**src/rtl/tcw_pkg.sv**
```systemverilog
package tcw_pkg;

    localparam int COLS = 80;
    localparam int ROWS = 25;
    localparam int CELL_COUNT = ROWS * COLS;

    localparam int CELL_W = 11;
    localparam int COL_W = $clog2(COLS);
    localparam int ROW_W = $clog2(ROWS);
    localparam int CHAR_W = 8;
    localparam int COLOR_W = 4;
    localparam int WORD_W = 16;

    localparam logic [CELL_W-1:0] CELL_LAST = CELL_W'(CELL_COUNT - 1);
    localparam logic [CELL_W-1:0] TAIL_START = CELL_W'(CELL_COUNT - COLS);
    localparam logic [CELL_W-1:0] COPY_LAST = CELL_W'(CELL_COUNT - COLS - 1);
    localparam logic [CELL_W-1:0] ROW_STEP = CELL_W'(COLS);
    localparam logic [COL_W-1:0] COL_LAST = COL_W'(COLS - 1);
    localparam logic [ROW_W-1:0] ROW_LAST = ROW_W'(ROWS - 1);

    localparam logic [CHAR_W-1:0] SPACE_CHAR = 8'd32;
    localparam logic [CHAR_W-1:0] NEWLINE_CHAR = 8'd10;

    localparam logic [COLOR_W-1:0] FORE_RESET = 4'd15;
    localparam logic [COLOR_W-1:0] BACK_RESET = 4'd0;

    localparam logic CFG_FORE = 1'b0;
    localparam logic CFG_BACK = 1'b1;

    typedef enum logic [1:0] {
        REQ_PUT   = 2'd0,
        REQ_CLEAR = 2'd1,
        REQ_READ  = 2'd2
    } t_req;

    typedef struct packed {
        logic latch;
        logic put;
        logic rd_cell;
        logic cnt_zero;
        logic cnt_tail;
        logic copy;
        logic fill;
        logic reply;
        logic read_reply;
    } t_cmd;

    typedef struct packed {
        t_req req;
        logic wrap;
        logic copy_last;
        logic fill_last;
    } t_status;

endpackage

```
**src/rtl/tcw_ctrl.sv**
```systemverilog
module tcw_ctrl
    import tcw_pkg::*;
(
    input  logic    i_clk,
    input  logic    i_rst_n,
    input  logic    start,
    output logic    busy,
    input  t_status i_status,
    output t_cmd    o_cmd
);

    typedef enum logic [2:0] {
        ST_IDLE,
        ST_EXEC,
        ST_RD_WAIT,
        ST_COPY,
        ST_DRAIN,
        ST_FILL
    } t_state;

    t_state r_state, n_state;
    logic   r_busy;

    always_comb begin
        n_state = r_state;
        o_cmd = '0;
        unique case (r_state)
            ST_IDLE: begin
                if (start) begin
                    o_cmd.latch = 1'b1;
                    n_state = ST_EXEC;
                end
            end
            ST_EXEC: begin
                unique case (i_status.req)
                    REQ_PUT: begin
                        o_cmd.put = 1'b1;
                        if (i_status.wrap) begin
                            o_cmd.cnt_zero = 1'b1;
                            n_state = ST_COPY;
                        end else begin
                            o_cmd.reply = 1'b1;
                            n_state = ST_IDLE;
                        end
                    end
                    REQ_CLEAR: begin
                        o_cmd.cnt_zero = 1'b1;
                        n_state = ST_FILL;
                    end
                    REQ_READ: begin
                        o_cmd.rd_cell = 1'b1;
                        n_state = ST_RD_WAIT;
                    end
                    default: begin
                        o_cmd.reply = 1'b1;
                        n_state = ST_IDLE;
                    end
                endcase
            end
            ST_RD_WAIT: begin
                o_cmd.reply = 1'b1;
                o_cmd.read_reply = 1'b1;
                n_state = ST_IDLE;
            end
            ST_COPY: begin
                o_cmd.copy = 1'b1;
                if (i_status.copy_last) begin
                    n_state = ST_DRAIN;
                end
            end
            ST_DRAIN: begin
                o_cmd.cnt_tail = 1'b1;
                n_state = ST_FILL;
            end
            ST_FILL: begin
                o_cmd.fill = 1'b1;
                if (i_status.fill_last) begin
                    o_cmd.reply = 1'b1;
                    n_state = ST_IDLE;
                end
            end
            default: begin
                n_state = ST_IDLE;
            end
        endcase
    end

    always_ff @(posedge i_clk) begin
        if (!i_rst_n) begin
            r_state <= ST_IDLE;
            r_busy <= 1'b0;
        end else begin
            r_state <= n_state;
            r_busy <= (n_state != ST_IDLE);
        end
    end

    assign busy = r_busy;

endmodule

```
**config.mk**
```make
export PLATFORM = sky130hd
export DESIGN_NAME = tcw_ctrl
export DESIGN_NICKNAME = d
export VERILOG_FILES = /design/src/rtl/tcw_pkg.sv /design/src/rtl/tcw_ctrl.sv
export SDC_FILE = /design/constraint.sdc
export NUM_CORES = 1
export LEC_CHECK = 0
export ABC_CLOCK_PERIOD_IN_PS = 2200
export BUFFER_PORTS_ARGS = -buffer_cell sky130_fd_sc_hd__buf_2
export CORE_AREA = 3 3 40 42
export DETAILED_ROUTE_END_ITERATION = 8
export DIE_AREA = 0 0 43 45
export PLACE_DENSITY = 0.6
export SLEW_MARGIN = 15
export SYNTH_ARGS = -nofsm -noshare
export SYNTH_HDL_FRONTEND = slang
export SYNTH_SLANG_ARGS = --single-unit
```
**constraint.sdc**
```tcl
create_clock -name i_clk -period 2.2 [get_ports i_clk]
set_input_delay 0.33 -clock i_clk [delete_from_list [all_inputs] [get_ports i_clk]]
set_output_delay 0.33 -clock i_clk [all_outputs]
set_load 0.02 [all_outputs]
```
==> metrics.md <==
| Metric | Value |
|---|---|
| Outcome | complete, no violations |
| Die height | 45 um |
| Top cells by area, synth | dfxtp_1 (20%), ha_1 (12%), a21oi_1 (4.9%) |
| Slowest stage delay, CP | 0.27 ns |
| H-tree Lvls | 1 |
| Worst path required time | 1.87 ns |
| Slew at the pin closest to its max-slew limit | 0.375 ns |
| N_diodes | 0 |
| Area share of the largest cell type after synthesis | 19.7% |
| Mapped cell area | 407 um^2 |
| Total GRT Usage | 10.1% |
| Met2 WL | 374 um |
| Hold path depth | 4 |
| Crit Path Max Fanout | 6 |
| Clk Latency, worst-skew pair | 0.24 ns |
| Fin cells | 81 |
| HPWL after DPL | 669 um |
| Die Area | 1940 um^2 |
| Number of global-route vias before repair | 371 |
| Antenna violations before repair | 0 |
| Sequential-to-total area share from yosys stat | 19.7% |
| Clock buffer depth | 2 |
| PD cells | 534 nW/um^2 |
| Arr. time, crit path | 1.41 ns |
| Period utilization | 79.1% |
| Final Instance Area | 509 um^2 |
| Skew final | 0.00532 ns |
| P_leak | 0.285 nW |
| CP max-delay cell | ha_1 |
| Hold_ws | 0.448 ns |
| Post-place setup slack | 0.447 ns |
| DR WL met3 | 94 um |
| Final Util | 39.6% |
| Synth-to-Final Area Change | 25.2% |
| Initial Util | 31.6% |
| Relative slew slack | 75.0% |
| Final setup vio count | 0 |
| First-pass GRT wire length | 1460 um |
| Post-CTS Setup Bufs | 0 |
| CP startpoint kind | primary input |
| Clk sinks | 4 |
| FF+latch count, synth | 4 |
| CP Buf/Inv Count | 3 |
| Hold Path Class | primary input to register |
| Num ports | 18 |
| CP Capture Type | output port |
| Largest net degree at the start of global routing | 13 |
| Iteration-0 DRC Markers | 3 |
| IO Port Bufs | 17 |
| Placed cell areas | 487 um^2 |
| Via density | 4.86 |
| Drt wl/cell | 10.5 um |
| Delay-heaviest family, CP | buffers and inverters |
| Mapped Cells | 49 |
| Post-placement cell count | 78 |
| # rows | 13 |
| Routed vias | 394 |
| Synth unique cells | 26 |
| Final wirelength | 849 um |
| Min-delay src | i_status[1] |
| Max Fclk | 0.575 GHz |
| Unrepaired setup endpoints after global routing | no |
| DRC | 0 |
| Total power | 0.272 mW |
| Core area | 1280 um^2 |
| Post-route met1 wirelength | 380 um |
| Fin nets | 80 |
| Syn_nets | 61 |
| Worst-path clk slew | 0.03 ns |
| Antenna Nets Post-Route | 0 |
| TritonCTS clock tree | yes |
| Drt pass-1 iters | 4 |
| DIE WIDTH | 43 um |
| Post-route setup slack | 0.460 ns |
| Share of post-route cells with drive strength above 1 | 36.4% |
| Min cycle time layout | 1.74 ns |
| # Max-Cap Violations | 0 |
| Gr ovfl total | 0 |
| Slew Viols, Final | 0 |
| CTS buffer count | 3 |
| Root buffer cell | clkbuf_4 |
| Largest vdd supply drop | 0.362 mV |
| Top layer in use | met3 |
| RD Place Congestion | 0.700 |
| R2R setup slack | 0.88 ns |
| WHS Endpoint | r_state[1]$_SDFF_PN0_ |
| R2r endpoint | busy$_SDFF_PN0_ |
| Crit-path cells | buf_2 -> inv_1 -> ha_1 -> mux2i_1 -> o21bai_1 -> o21bai_1 -> buf_2 |
| Synth area leader | dfxtp_1 |
| CTS Hold Bufs | 0 |
| Yosys warnings | 0 |
| Worst r2r path cells | 3 |
| Reg-to-reg startpoint | r_state[1]$_SDFF_PN0_ |
| Setup TNS | 0 ns |
| Post-CTS sizing | 0 |
| Final Hold Viols | 0 |
| Syn Area/Cell | 8.30 um^2 |
| Worst setup path category | primary input to output port |
area by class of cell:
type	instances	area, um^2
inverter	4	15.0
multi-input combinational	38	288
sequential	4	80.1
clock buffer	3	22.5
tap	15	18.8
timing repair buffer	17	85.1
fill	142	776
how the worst max path moves through the flow:
stage,from,end,slack [ns],cells after the start
after CTS,i_status[4],o_cmd[1],0.45,7
final,i_status[4],o_cmd[1],0.46,7
after floorplan,i_status[4],o_cmd[1],0.63,5
after global placement,i_status[4],o_cmd[1],0.48,7
after global routing,i_status[4],o_cmd[1],0.30,7
after detailed placement,i_status[4],o_cmd[1],0.45,7
logic make-up (layout without fill, tap and decap cells):
logic type	Yosys count	count (layout)	synth area share, %
multiplexers	2	2	6.15
buffers and inverters	7	24	9.54
flip-flops	4	4	19.7
adder cells (fa/ha/maj)	4	4	12.3
AND/OR/NAND/NOR	18	18	25.8
AO/OA/AOI/OAI	14	14	26.5
synth_stat cells, drive strengths merged:
cell and n:
a21oi 4, a21o 2, and3 3, a211o 1, and3b 1, nand2b 1
o21bai 2, nor2b 1, dfxtp 4, inv 4, mux2 1, o21ba 1
nor2 3, and2b 1, nor4b 1, mux2i 1, ha 4, buf 3
o21ai 2, nand2 4, a32oi 1, nor3b 1, o211ai 1, nor3 2
layer usage:
metal / track usage (%) / vias up
li1: - / 206
met1: 12.0 / 170
met2: 15.3 / 18
met3: 6.37 / 0
met4: 2.41 / 0
met5: 0 / -
power breakdown:
| group | internal [mW] | total [mW] | switching (mW) |
|---|---|---|---|
| Combinational | 0.0390 | 0.0889 | 0.0499 |
| Clock | 0.0610 | 0.0908 | 0.0298 |
| Sequential | 0.0806 | 0.0923 | 0.0117 |
| Total | 0.181 | 0.272 | 0.0915 |
placed cells by master (no fill, tap or decap), drive strengths merged:
cell	Yosys	routed
buf	3	17
inv	4	4
a21oi	4	4
nand2	4	4
ha	4	4
dfxtp	4	4
nor2	3	3
and3	3	3
clkbuf	0	3
nor3	2	2
o21bai	2	2
o21ai	2	2
a21o	2	2
nand2b	1	1
nor3b	1	1
mux2i	1	1
nor2b	1	1
nor4b	1	1
and2b	1	1
and3b	1	1
mux2	1	1
a32oi	1	1
a211o	1	1
o21ba	1	1
o211ai	1	1
worst reg2reg max path: cells and delay by family (launching register included):
kind | cells | cell delay (ns)
flops | 1 | 0.53
mux | 1 | 0.34
compound gates | 2 | 0.31
state kept, by name, indices dropped and copies added (netlist names):
signal	cells
r_state	3
busy	1
(Power assumes the default switching activity.)
